--- src/hw/rtl/rhh_pkg.sv ---
// shared types, codes and helpers of the robin hood hash set
// no dependencies
package rhh_pkg;

  localparam int unsigned TableDepth = 256;
  localparam int unsigned SlotW      = 8;
  localparam int unsigned KeyW       = 32;
  localparam int unsigned HashW      = 32;
  localparam int unsigned SizeW      = 9;
  localparam int unsigned NumW       = HashW + 1;

  localparam logic [1:0] KindInsert   = 2'd0;
  localparam logic [1:0] KindRemove   = 2'd1;
  localparam logic [1:0] KindContains = 2'd2;

  localparam logic [1:0] TagEmpty = 2'd0;
  localparam logic [1:0] TagLive  = 2'd1;
  localparam logic [1:0] TagTomb  = 2'd2;

  localparam logic [2:0] StInserted  = 3'd0;
  localparam logic [2:0] StPresent   = 3'd1;
  localparam logic [2:0] StRemoved   = 3'd2;
  localparam logic [2:0] StNotFound  = 3'd3;
  localparam logic [2:0] StFound     = 3'd4;
  localparam logic [2:0] StLoadLimit = 3'd5;
  localparam logic [2:0] StTombs     = 3'd6;

  typedef struct packed {
    logic [1:0]       tag;
    logic [SizeW-1:0] probes;
    logic [KeyW-1:0]  key;
    logic [HashW-1:0] hash;
  } entry_t;

  function automatic logic [SizeW-1:0] eff_size(logic [SizeW-1:0] ts);
    logic [SizeW-1:0] r;
    r = ts;
    if (ts == '0) r = SizeW'(1);
    else if (ts > SizeW'(TableDepth)) r = SizeW'(TableDepth);
    return r;
  endfunction

  // value below 3*s reduced modulo s
  function automatic logic [SizeW-1:0] red3(logic [SizeW:0] v, logic [SizeW-1:0] s);
    logic [SizeW:0] t;
    t = v;
    if (t >= {1'b0, s}) t = t - {1'b0, s};
    if (t >= {1'b0, s}) t = t - {1'b0, s};
    if (t >= {1'b0, s}) t = t - {1'b0, s};
    return t[SizeW-1:0];
  endfunction

endpackage

--- src/hw/rtl/rhh_mod.sv ---
// iterative modulo unit, two quotient bits per cycle
// depends on rhh_pkg
module rhh_mod import rhh_pkg::*; (
  input  logic             clk_i,
  input  logic             rst_ni,
  input  logic             start_i,
  input  logic [NumW-1:0]  num_i,
  input  logic [SizeW-1:0] den_i,
  output logic             done_o,
  output logic [SizeW-1:0] rem_o
);

  localparam int unsigned ShW   = NumW + 1;
  localparam int unsigned Steps = ShW / 2;

  logic [ShW-1:0]   sh_q, sh_d;
  logic [SizeW-1:0] rem_q, rem_d;
  logic [4:0]       cnt_q, cnt_d;
  logic             busy_q, busy_d;
  logic [SizeW:0]   t1, t2;

  always_comb begin
    t1 = {rem_q, sh_q[ShW-1]};
    if (t1 >= {1'b0, den_i}) t1 = t1 - {1'b0, den_i};
    t2 = {t1[SizeW-1:0], sh_q[ShW-2]};
    if (t2 >= {1'b0, den_i}) t2 = t2 - {1'b0, den_i};
    sh_d   = sh_q;
    rem_d  = rem_q;
    cnt_d  = cnt_q;
    busy_d = busy_q;
    if (start_i) begin
      sh_d   = {1'b0, num_i};
      rem_d  = '0;
      cnt_d  = 5'(Steps);
      busy_d = 1'b1;
    end else if (busy_q && cnt_q != '0) begin
      sh_d  = {sh_q[ShW-3:0], 2'b00};
      rem_d = t2[SizeW-1:0];
      cnt_d = cnt_q - 5'd1;
    end else if (busy_q) begin
      busy_d = 1'b0;
    end
  end

  always_ff @(posedge clk_i or negedge rst_ni) begin
    if (!rst_ni) begin
      busy_q <= 1'b0;
      cnt_q  <= '0;
    end else begin
      busy_q <= busy_d;
      cnt_q  <= cnt_d;
    end
  end

  always_ff @(posedge clk_i) begin
    sh_q  <= sh_d;
    rem_q <= rem_d;
  end

  assign done_o = busy_q && (cnt_q == '0);
  assign rem_o  = rem_q;

endmodule

--- config.mk ---
export PLATFORM = sky130hd
export DESIGN_NAME = rhh_mod
export DESIGN_NICKNAME = d
export VERILOG_FILES = /design/src/hw/rtl/rhh_pkg.sv /design/src/hw/rtl/rhh_mod.sv
export SDC_FILE = /design/constraint.sdc
export NUM_CORES = 1
export LEC_CHECK = 0
export BUFFER_PORTS_ARGS = -buffer_cell sky130_fd_sc_hd__buf_2
export CELL_PAD_IN_SITES_DETAIL_PLACEMENT = 0
export CELL_PAD_IN_SITES_GLOBAL_PLACEMENT = 1
export CORE_MARGIN = 2
export CORE_UTILIZATION = 46
export CTS_BUF_LIST = sky130_fd_sc_hd__clkbuf_8
export DETAILED_ROUTE_END_ITERATION = 16
export PLACE_DENSITY_LB_ADDON = 0.1
export SKIP_LAST_GASP = 1
export SYNTH_ARGS = -nofsm -noshare
export SYNTH_HDL_FRONTEND = slang
export SYNTH_SLANG_ARGS = --single-unit
--- constraint.sdc ---
create_clock -name clk_i -period 5.2 [get_ports clk_i]
set_input_delay 0.52 -clock clk_i [delete_from_list [all_inputs] [get_ports clk_i]]
set_output_delay 0.52 -clock clk_i [all_outputs]
set_load 0.02 [all_outputs]
==> metrics.txt, run 1 <==
status=finished, final reports clean; r2r startpoint=sh_q[33]; Filler cells=639; setup_tns=0 ns; CTS tree=done; Clock Sinks=49; Horiz. Die Dim=87.5 um; Final Hold Vio Count=0; Comb pwr share=0.562; Total GRT Usage=0.181; VDD IR max=0.000235 V; Pwr per Cell Area=566 nW/um^2; DP Wirelength=4.87 mm; first-pass GRT wire length=10.7 mm; largest family of logic cells by synthesized area=compound AO/OA/AOI/OAI gates; post-route antenna net violation count=0; xor/xnor share of the synthesized area=0.0273; largest net degree at the start of global routing=52; total wire length=6.50 mm; Synth Area per Inst=11.6 um^2; Synth Area in Simple Gates=0.107; Setup CP Type=reg2reg; drt via density=5.49; Worst Max-Slew Pin Slew=1.01 ns; Post-Synth Adder-Cell Area=0.0905; fmax=227 MHz; area grow syn2layout=11.8%; power share of the clock group=0.135; Compound-Gate Fraction of Synth Area=0.150; Worst Path Required=5.42 ns; wire per inst=15.9 um; fin nets=395; worst path arrival time=4.63 ns; vias in the first global route=2258; vias after detailed routing=2246; Switching Share=0.407; Port Buffers=54; Worst Setup EP=rem_o[0]; Mapped Cells=277; Synth Register Bits=49; Async S/R FF share, synth=0.122; cts bufs inserted=5; total iterations of the first detailed-routing run=4; Syn. warnings=0; setup repair bufs after CTS=0; Yosys cell types=61; antenna violations before repair=0; top_reg_cell synth=edfxtp_1; Std-Cell Rows=30; Net Sw Power=826 uW; RePlAce Congestion=0.867; Reg clk slew, reported paths=0.09 ns; Slew Viols, Final=0; r2r worst-path depth=15; GRT overflow=0; fin crit share=0.848; crit path launch type=flip-flop; crit path capture type=flip-flop; DR DRC count=0; area of the multi-input gates=1680 um^2; EDFF count, synth=33; Boundary Pins=55; clk_lat worst skew=0.30 ns; n_diodes=0; Initial Utilization=0.475; share of cells above drive strength 1=0.347; root buffer cell=clkbuf_8; Setup violations, final=0; crit path from=sh_q[33]; htree depth=2; clock tree buffer depth=2; Total Power=2.03 mW; Post-CTS Hold Buffers=0; post-synthesis sequential area ratio=0.418; Worst Skew=0.00537 ns; RSZ-0062 raised after global routing=no; Leak=1.57 nW; Final min period=4.41 ns; Die Area=7660 um^2; sequential power share=0.303; Slew HR=0.326; Synth Cell Area=3210 um^2; Max-Cap Viols=0; worst hold path type=in2async; CP max FO=11; syn nets=344; die extent in y=87.5 um; mux contribution to synthesized area=0.148; DR iter-0 viols=100; reg2reg end=rem_o[0]; Post-CTS Resized=0; setup slack, reg-to-reg=0.79 ns; FF/Latch Area=1340 um^2; Core Area=6760 um^2; Pint=1.20 mW
cells by family after synthesis:
group,count (synthesis)
DFF,49
xor gates and xnor gates,10
muxes,43
and+or+nand+nor,68
adders and majority gates,22
AOI/OAI and AO/OA,56
buffers and inverters,29
layer usage:
metal	wire length, um	global-route usage	vias to the layer above
met4	108	0.0545	0
met2	3100	0.298	50
met3	330	0.0417	9
li1	-	-	1141
met1	2960	0.236	1046
met5	0	0	-
critical path, cell delays in order (launching register included):
cell and delay, ns:
dfxtp_1 0.32, inv_1 0.10, ha_1 0.18, inv_1 0.06, fa_1 0.44, a211oi_2 0.24
o211a_1 0.23, o21a_1 0.25, mux2_2 0.39, ha_1 0.35, a211oi_1 0.29, nor3b_1 0.10
o31ai_1 0.29, o311ai_2 0.39, mux2_1 0.44, a211oi_1 0.24
synth_stat cells (3+ instances only):
| cell type | count | area, um^2 |
|---|---|---|
| o211ai_1 | 5 | 37.5 |
| o21a_1 | 4 | 30.0 |
| mux2_2 | 34 | 383 |
| clkbuf_8 | 5 | 68.8 |
| nand4_1 | 3 | 18.8 |
| a21o_1 | 3 | 22.5 |
| dfxtp_1 | 10 | 200 |
| xnor2_1 | 4 | 35.0 |
| nor3_1 | 7 | 35.0 |
| o21ai_0 | 3 | 15.0 |
| nand2b_1 | 5 | 31.3 |
| and2_1 | 3 | 18.8 |
| nor2b_1 | 4 | 25.0 |
| dfrtp_1 | 6 | 150 |
| ha_1 | 20 | 250 |
| nand3_1 | 5 | 25.0 |
| a21oi_1 | 7 | 35.0 |
| buf_6 | 4 | 45.0 |
| xor2_1 | 6 | 52.6 |
| nand2_1 | 6 | 22.5 |
| inv_1 | 16 | 60.1 |
| edfxtp_1 | 33 | 991 |
| mux2i_1 | 8 | 80.1 |
| nor2_1 | 24 | 90.1 |
| a211oi_1 | 9 | 67.6 |
power by group through the flow:
stage	combinational, mW	clock (mW)	sequential, mW
floorplan	0.918	0	0.632
detailed placement	1.13	0	0.625
CTS	1.14	0.285	0.617
global route	1.26	0.300	0.630
finish	1.14	0.275	0.614
global placement	1.13	0	0.625
sequential cells by signal (all words and copies together), names as in the netlist:
register / cells
busy_q: 1
cnt_q: 5
rem_o: 9
sh_q: 34
worst min-delay path by stage:
stage,startpoint,endpoint,slack [ns],cells after the start
after CTS,rst_ni,cnt_q[3],0.02,1
after floorplan,rst_ni,busy_q,0.22,0
after global placement,rst_ni,cnt_q[3],0.35,1
after detailed placement,rst_ni,cnt_q[3],0.36,1
after global routing,rst_ni,cnt_q[3],0.01,1
final,rst_ni,cnt_q[3],0.02,1
placed cells by master, fill, tap and decap left out, types with 3 or more instances in the layout:
cell / Yosys / final
and2_1: 3 / 3
o21ai_0: 3 / 3
o21a_1: 4 / 4
buf_2: 0 / 54
nor2b_1: 4 / 3
dfrtp_1: 6 / 6
edfxtp_1: 33 / 33
xor2_1: 6 / 6
a21o_1: 3 / 3
a21oi_1: 7 / 7
nand2b_1: 5 / 5
nand2_1: 6 / 6
mux2i_1: 8 / 8
a211oi_1: 9 / 9
buf_4: 0 / 3
nor2_1: 24 / 24
nor3_1: 7 / 7
nand3_1: 5 / 5
inv_1: 16 / 16
mux2_2: 34 / 34
xnor2_1: 4 / 4
ha_1: 20 / 20
dfxtp_1: 10 / 10
nand4_1: 3 / 3
clkbuf_8: 5 / 5
o211ai_1: 5 / 5
final cells by class:
type                    instances  share of cell area
multi-input cells             199               0.468
flip-flops and latches         49               0.374
repair buffers                 57              0.0816
well taps                      80              0.0279
clock buffers                   5              0.0192
inverters                      16              0.0167
clock inverters                 3              0.0122
metrics by stage:
stage	util	cells	worst slack [ns]	hold WS [ns]	instance area (um^2)
after global placement	0.514	401	0.804	0.353	3470
after global routing	0.531	409	0.473	0.0150	3590
after detailed placement	0.514	401	0.673	0.355	3470
final	0.531	409	0.792	0.0230	3590
after CTS	0.531	409	0.806	0.0185	3590
after floorplan	-	277	1.22	0.224	3210
No activity file was read; power rests on OpenSTA's default activity.
==> inputs of run 2 (changes only) <==
- CORE_UTILIZATION: 46 -> 42
- clock period: 5.2 -> 3.88 ns (I/O delays scaled with it)
==> run 2 against run 1 <==
Compared with the run above:
- power is 56% higher
- hold slack improved by 0.32 ns
- count of clock-buffer cells in the layout is the same
- sequential share of layout area shrank 4.1 points
- fmax up 16%
- cell area grew 12%
- utilization rose by 2.0 points
- die area increased by 9.1%
- largest cell class unchanged
- highest routed layer unchanged
==> metrics.txt, run 2 (synthesis results as in run 1) <==
status=finished, final reports clean (unchanged); first-pass GRT wire length=11.7 mm (was 10.7 mm); critical path depth=17 (was 15); CP max FO=8 (was 11); Total GRT Usage=0.174 (was 0.181); Pwr per Cell Area=784 nW/um^2 (was 566 nW/um^2); fmax=262 MHz (was 227 MHz); share of cells above drive strength 1=0.464 (was 0.347); Setup violations, final=0 (unchanged); Worst Setup EP=rem_o[4] (was rem_o[0]); Non-Filler Instances=474 (was 409); crit path capture type=flip-flop (unchanged); worst path arrival time=4.05 ns (was 4.63 ns); Leak=1.79 nW (was 1.57 nW); wire per inst=15.1 um (was 15.9 um); met3 WL=286 um (was 330 um); commonest non-fill, non-tap cell in the layout=buf_2 (unchanged); total iterations of the first detailed-routing run=4 (unchanged); fin crit share=0.983 (was 0.848); n_diodes=0 (unchanged); total wire length=7.18 mm (was 6.50 mm); area of the multi-input gates=1760 um^2 (was 1680 um^2); post-route antenna net violation count=0 (unchanged); clock tree buffer depth=2 (unchanged); Initial Utilization=0.437 (was 0.475); r2r worst-path depth=17 (was 15); Inst Count DP=459 (was 401); Worst Path Required=4.12 ns (was 5.42 ns); vias in the first global route=2466 (was 2258); largest net degree at the start of global routing=51 (was 52); Core Area=7330 um^2 (was 6760 um^2); Worst Max-Slew Pin Slew=0.772 ns (was 1.01 ns); Worst Skew=0.00911 ns (was 0.00537 ns); most frequent cells in the layout=buf_2, buf_4, mux2_2, edfxtp_1, nor2_1 (was buf_2, mux2_2, edfxtp_1); root buffer cell=clkbuf_8 (unchanged); clk_lat worst skew=0.32 ns (was 0.30 ns); drt via density=5.14 (was 5.49); worst hold path type=in2reg (was in2async); CTS tree=done (unchanged); met2 wire len=3.39 mm (was 3.10 mm); post-route cell area=4030 um^2 (was 3590 um^2); Worst path max stage delay=0.40 ns (was 0.44 ns); Clock Sinks=49 (unchanged); DR DRC count=0 (unchanged); Horiz. Die Dim=91.4 um (was 87.5 um); Final Hold Vio Count=0 (unchanged); vias after detailed routing=2437 (was 2246); Worst Path Buf+Inv=4 (was 2); Top Metal Used=met4 (unchanged); Total Power=3.16 mW (was 2.03 mW); r2r startpoint=sh_q[33] (unchanged); GRT overflow=0 (unchanged); antenna violations before repair=0 (unchanged); FF/Latch Area=1340 um^2 (about the same); Final min period=3.81 ns (was 4.41 ns); Filler cells=670 (was 639); dpl ws=-0.202 ns (was 0.673 ns); Port Buffers=54 (unchanged); crit-path cells=inv_4, ha_4, inv_2, fa_2, a211oi_2, o211a_1, o21a_1, buf_4, mux2_2, ha_1, nand3_2, a21oi_1, o31ai_2, o311ai_4, buf_6, mux2i_1, a211oi_1 (was inv_1, ha_1, inv_1, fa_1, a211oi_2, o211a_1, o21a_1, mux2_2, ha_1, a211oi_1, nor3b_1, o31ai_1, o311ai_2, mux2_1, a211oi_1); Max-Cap Viols=0 (unchanged); Min Hold Slack=0.344 ns (was 0.0230 ns); CP max stage cell=fa_2 (was fa_1); area grow syn2layout=25.8% (was 11.8%); Die Area=8350 um^2 (was 7660 um^2); die extent in y=91.4 um (was 87.5 um); Biggest register=sh_q (unchanged); DR iter-0 viols=90 (was 100); crit path from=sh_q[33] (unchanged); Slew Viols, Final=0 (unchanged); Setup CP Type=reg2reg (unchanged); setup slack, reg-to-reg=0.07 ns (was 0.79 ns); VDD IR max=0.000292 V (was 0.000235 V); cts bufs inserted=5 (unchanged); Boundary Pins=55 (unchanged); fin worst setup slack=0.0673 ns (was 0.792 ns); fin nets=441 (was 395); reg2reg end=rem_o[4] (was rem_o[0]); DP Wirelength=5.34 mm (was 4.87 mm); Post-DP Area=3790 um^2 (was 3470 um^2); htree depth=2 (unchanged); RePlAce Congestion=0.863 (was 0.867); crit path launch type=flip-flop (unchanged); Slew HR=0.486 (was 0.326); wl on met1=3.39 mm (was 2.96 mm); Top delay family on crit path=compound AO/OA/AOI/OAI gates (unchanged); max FFs per register=34 (unchanged); Std-Cell Rows=31 (was 30); Reg clk slew, reported paths=0.11 ns (was 0.09 ns)
run 2: area by class of cell:
| type | count | share of cell area |
|---|---|---|
| inverters | 16 | 0.0155 |
| clock buffers | 5 | 0.0171 |
| clock inverters | 3 | 0.00713 |
| well taps | 99 | 0.0307 |
| repair buffers | 103 | 0.160 |
| multi-input cells | 199 | 0.437 |
| flip-flops and latches | 49 | 0.333 |
run 2: what timing repair did:
action | in CTS | in global routing
endpoints found under the setup margin | 9 | 9
endpoints found under the hold margin | 6 | 0
gates resized for setup | 9 | 11
pin swaps | 6 | 14
buffers inserted | 3 | 4
hold buffers | 1 | 0
run 2: report_power, final:
group          total (mW)  internal (mW)  switching (mW)
clock               0.339          0.135           0.204
sequential          0.819          0.731          0.0878
combinational        2.00           1.04           0.961
total                3.16           1.91            1.25
run 2: worst register-to-register path: stages (launching register included):
cell	delay, ns
dfxtp_2	0.35
inv_4	0.07
ha_4	0.13
inv_2	0.04
fa_2	0.40
a211oi_2	0.25
o211a_1	0.22
o21a_1	0.20
buf_4	0.14
mux2_2	0.34
ha_1	0.31
nand3_2	0.11
a21oi_1	0.10
o31ai_2	0.29
o311ai_4	0.23
buf_6	0.19
mux2i_1	0.12
a211oi_1	0.26
run 2: metrics by stage:
stage,utilization,TNS (ns)
floorplan,-,0
global placement,0.517,-0.723
detailed placement,0.517,-1.42
CTS,0.541,0
global route,0.550,-0.0823
finish,0.550,0
run 2: how the worst min path moves through the flow:
| stage | startpoint | endpoint | slack, ns | cells past startpoint |
|---|---|---|---|---|
| 2_1_floorplan | rst_ni | busy_q | 0.09 | 0 |
| 3_3_place_gp | rst_ni | cnt_q[4] | 0.22 | 1 |
| 3_5_place_dp | rst_ni | cnt_q[4] | 0.22 | 1 |
| 4_1_cts | num_i[0] | sh_q[0] | 0.34 | 2 |
| 5_1_grt | num_i[1] | sh_q[1] | 0.34 | 2 |
| 6_report | num_i[0] | sh_q[0] | 0.34 | 2 |
run 2: per-layer routing:
metal  up-vias  global-route usage
li1       1224                   -
met1      1156               0.228
met2        48               0.287
met3         9              0.0382
met4         0              0.0505
met5         -                   0
==> inputs of run 3 (changes only) <==
- GPL_ROUTABILITY_DRIVEN: default -> 1
- PLACE_DENSITY: default -> 0.9
- PLACE_DENSITY_LB_ADDON: 0.1 -> default
==> run 3 against run 2 <==
Compared with the run above:
- highest routed layer unchanged
- critical endpoint is now rem_o[5]
- largest cell class unchanged
- utilization fell by 0.96 points
- cell area fell by 1.7%
- power fell by 1.1%
- combinational power fell by 3%
- global-route usage fell by 0.74 points
- clock skew fell by 0.0015 ns
- non-clock buffer count fell by 14
- wire length fell by 5.2%
==> metrics.txt, run 3 (synthesis results as in run 1) <==
DR DRC count=0 (unchanged); area grow syn2layout=23.6% (was 25.8%); share of cells above drive strength 1=0.452 (was 0.464); Worst Skew=0.00759 ns (was 0.00911 ns); vias after detailed routing=2401 (was 2437); most frequent cells in the layout=buf_2, mux2_2, edfxtp_1 (was buf_2, buf_4, mux2_2, edfxtp_1, nor2_1); die extent in y=91.4 um (unchanged); clock tree buffer depth=2 (unchanged); Die Area=8350 um^2 (unchanged); total wire length=6.80 mm (was 7.18 mm); crit path launch type=flip-flop (unchanged); n_diodes=0 (unchanged); clk_lat worst skew=0.31 ns (was 0.32 ns); Slew Viols, Final=0 (unchanged); Pwr per Cell Area=789 nW/um^2 (was 784 nW/um^2); power share of the clock group=0.121 (was 0.107); drt via density=5.22 (was 5.14); root buffer cell=clkbuf_8 (unchanged); Slew HR=0.310 (was 0.486); first-pass GRT wire length=11.2 mm (was 11.7 mm); Horiz. Die Dim=91.4 um (unchanged); Biggest register=sh_q (unchanged); Filler cells=652 (was 670); worst hold path type=in2reg (unchanged); Final Hold Vio Count=0 (unchanged); htree depth=2 (unchanged); post-route antenna net violation count=0 (unchanged); max FFs per register=34 (unchanged); Setup violations, final=0 (unchanged); antenna violations before repair=0 (unchanged); Clock Sinks=49 (unchanged); fin crit share=0.975 (was 0.983); VDD IR max=0.000303 V (was 0.000292 V); post-route cell area=3960 um^2 (was 4030 um^2); Worst Path Required=4.10 ns (was 4.12 ns); DR iter-0 viols=97 (was 90); Max-Cap Viols=0 (unchanged); fmax=264 MHz (was 262 MHz); Post-DP Area=3710 um^2 (was 3790 um^2); total iterations of the first detailed-routing run=4 (unchanged); Port Buffers=54 (unchanged); cts bufs inserted=5 (unchanged); fin nets=427 (was 441); Setup CP Type=reg2reg (unchanged); GRT overflow=0 (unchanged); Reg clk slew, reported paths=0.09 ns (was 0.11 ns); Comb pwr share=0.619 (was 0.634); largest net degree at the start of global routing=52 (was 51); sequential power share=0.259 (about the same); Initial Utilization=0.437 (unchanged); Boundary Pins=55 (unchanged); commonest non-fill, non-tap cell in the layout=buf_2 (unchanged); CP max FO=7 (was 8); Min Hold Slack=0.358 ns (was 0.344 ns); Worst Max-Slew Pin Slew=1.04 ns (was 0.772 ns); status=finished, final reports clean (unchanged); Leak=1.73 nW (was 1.79 nW); vias in the first global route=2380 (was 2466); Total GRT Usage=0.166 (was 0.174); crit path capture type=flip-flop (unchanged); wire per inst=14.8 um (was 15.1 um); worst path arrival time=4.01 ns (was 4.05 ns); Final min period=3.78 ns (was 3.81 ns); CTS tree=done (unchanged); Switching Share=0.391 (was 0.396); RePlAce Congestion=0.910 (was 0.863); Net Sw Power=1.22 mW (was 1.25 mW); DP Wirelength=5.02 mm (was 5.34 mm); Core Area=7330 um^2 (unchanged); Pint=1.91 mW (about the same); Std-Cell Rows=31 (unchanged)
run 3: stage by stage:
stage	instances	TNS (ns)	setup slack (ns)	util	power, mW
after floorplan	277	0	0.0369	-	2.08
after global placement	449	-0.641	-0.109	0.507	2.52
after detailed placement	449	-1.43	-0.194	0.507	2.55
after CTS	458	0	0.00247	0.526	2.97
after global routing	460	-0.255	-0.0478	0.541	3.35
final	460	0	0.0955	0.541	3.13
run 3: power by group through the flow:
| stage | Sequential [mW] | Combinational [mW] | Clock (mW) |
|---|---|---|---|
| after global placement | 0.819 | 1.70 | 0 |
| after floorplan | 0.848 | 1.23 | 0 |
| after CTS | 0.814 | 1.77 | 0.387 |
| after detailed placement | 0.824 | 1.72 | 0 |
| after global routing | 0.830 | 2.12 | 0.402 |
| final | 0.811 | 1.94 | 0.379 |
run 3: worst max-delay path, stage by stage, from the launching register on:
cell and delay, ns:
dfxtp_1 0.32, inv_1 0.10, ha_2 0.19, inv_1 0.05
fa_2 0.35, a211oi_2 0.28, o211a_1 0.23, o21a_4 0.18
mux2_4 0.33, ha_4 0.24, a211oi_2 0.26, nor3b_2 0.09
o31ai_2 0.32, o311ai_4 0.22, buf_4 0.20, mux2i_1 0.12
a211oi_1 0.22
run 3: area by class of cell:
class,count,area (um^2),area share
multi-input combinational,199,1780,0.450
sequential,49,1340,0.338
timing repair buffer,89,543,0.137
tap,99,124,0.0313
clock buffer,5,68.8,0.0174
inverter,16,60.1,0.0152
clock inverter,3,43.8,0.0110
run 3: per-layer routing:
metal / vias up / share of wire / GRT usage
li1: 1203 / - / -
met1: 1130 / 0.44 / 0.217
met2: 59 / 0.48 / 0.267
met3: 9 / 0.064 / 0.0465
met4: 0 / 0.019 / 0.0530
met5: - / 0 / 0
run 3: what timing repair did:
item,CTS,global route
hold buffers,1,0
endpoints found under the hold margin,6,0
endpoints found under the setup margin,8,9
gates resized for setup,3,20
setup buffers,0,2
pin swaps,0,11
run 3: final timing paths:
path	startpoint	endpoint	slack (ns)	depth (start not counted)
max	sh_q[33]	rem_o[5]	0.1	16
max reg2reg	sh_q[33]	rem_o[5]	0.1	16
max in group asynchronous	rst_ni	cnt_q[0]	3.33	2
min	num_i[1]	sh_q[1]	0.36	2
min reg2reg	sh_q[33]	sh_q[33]	0.50	2
min in group asynchronous	rst_ni	cnt_q[4]	0.41	2
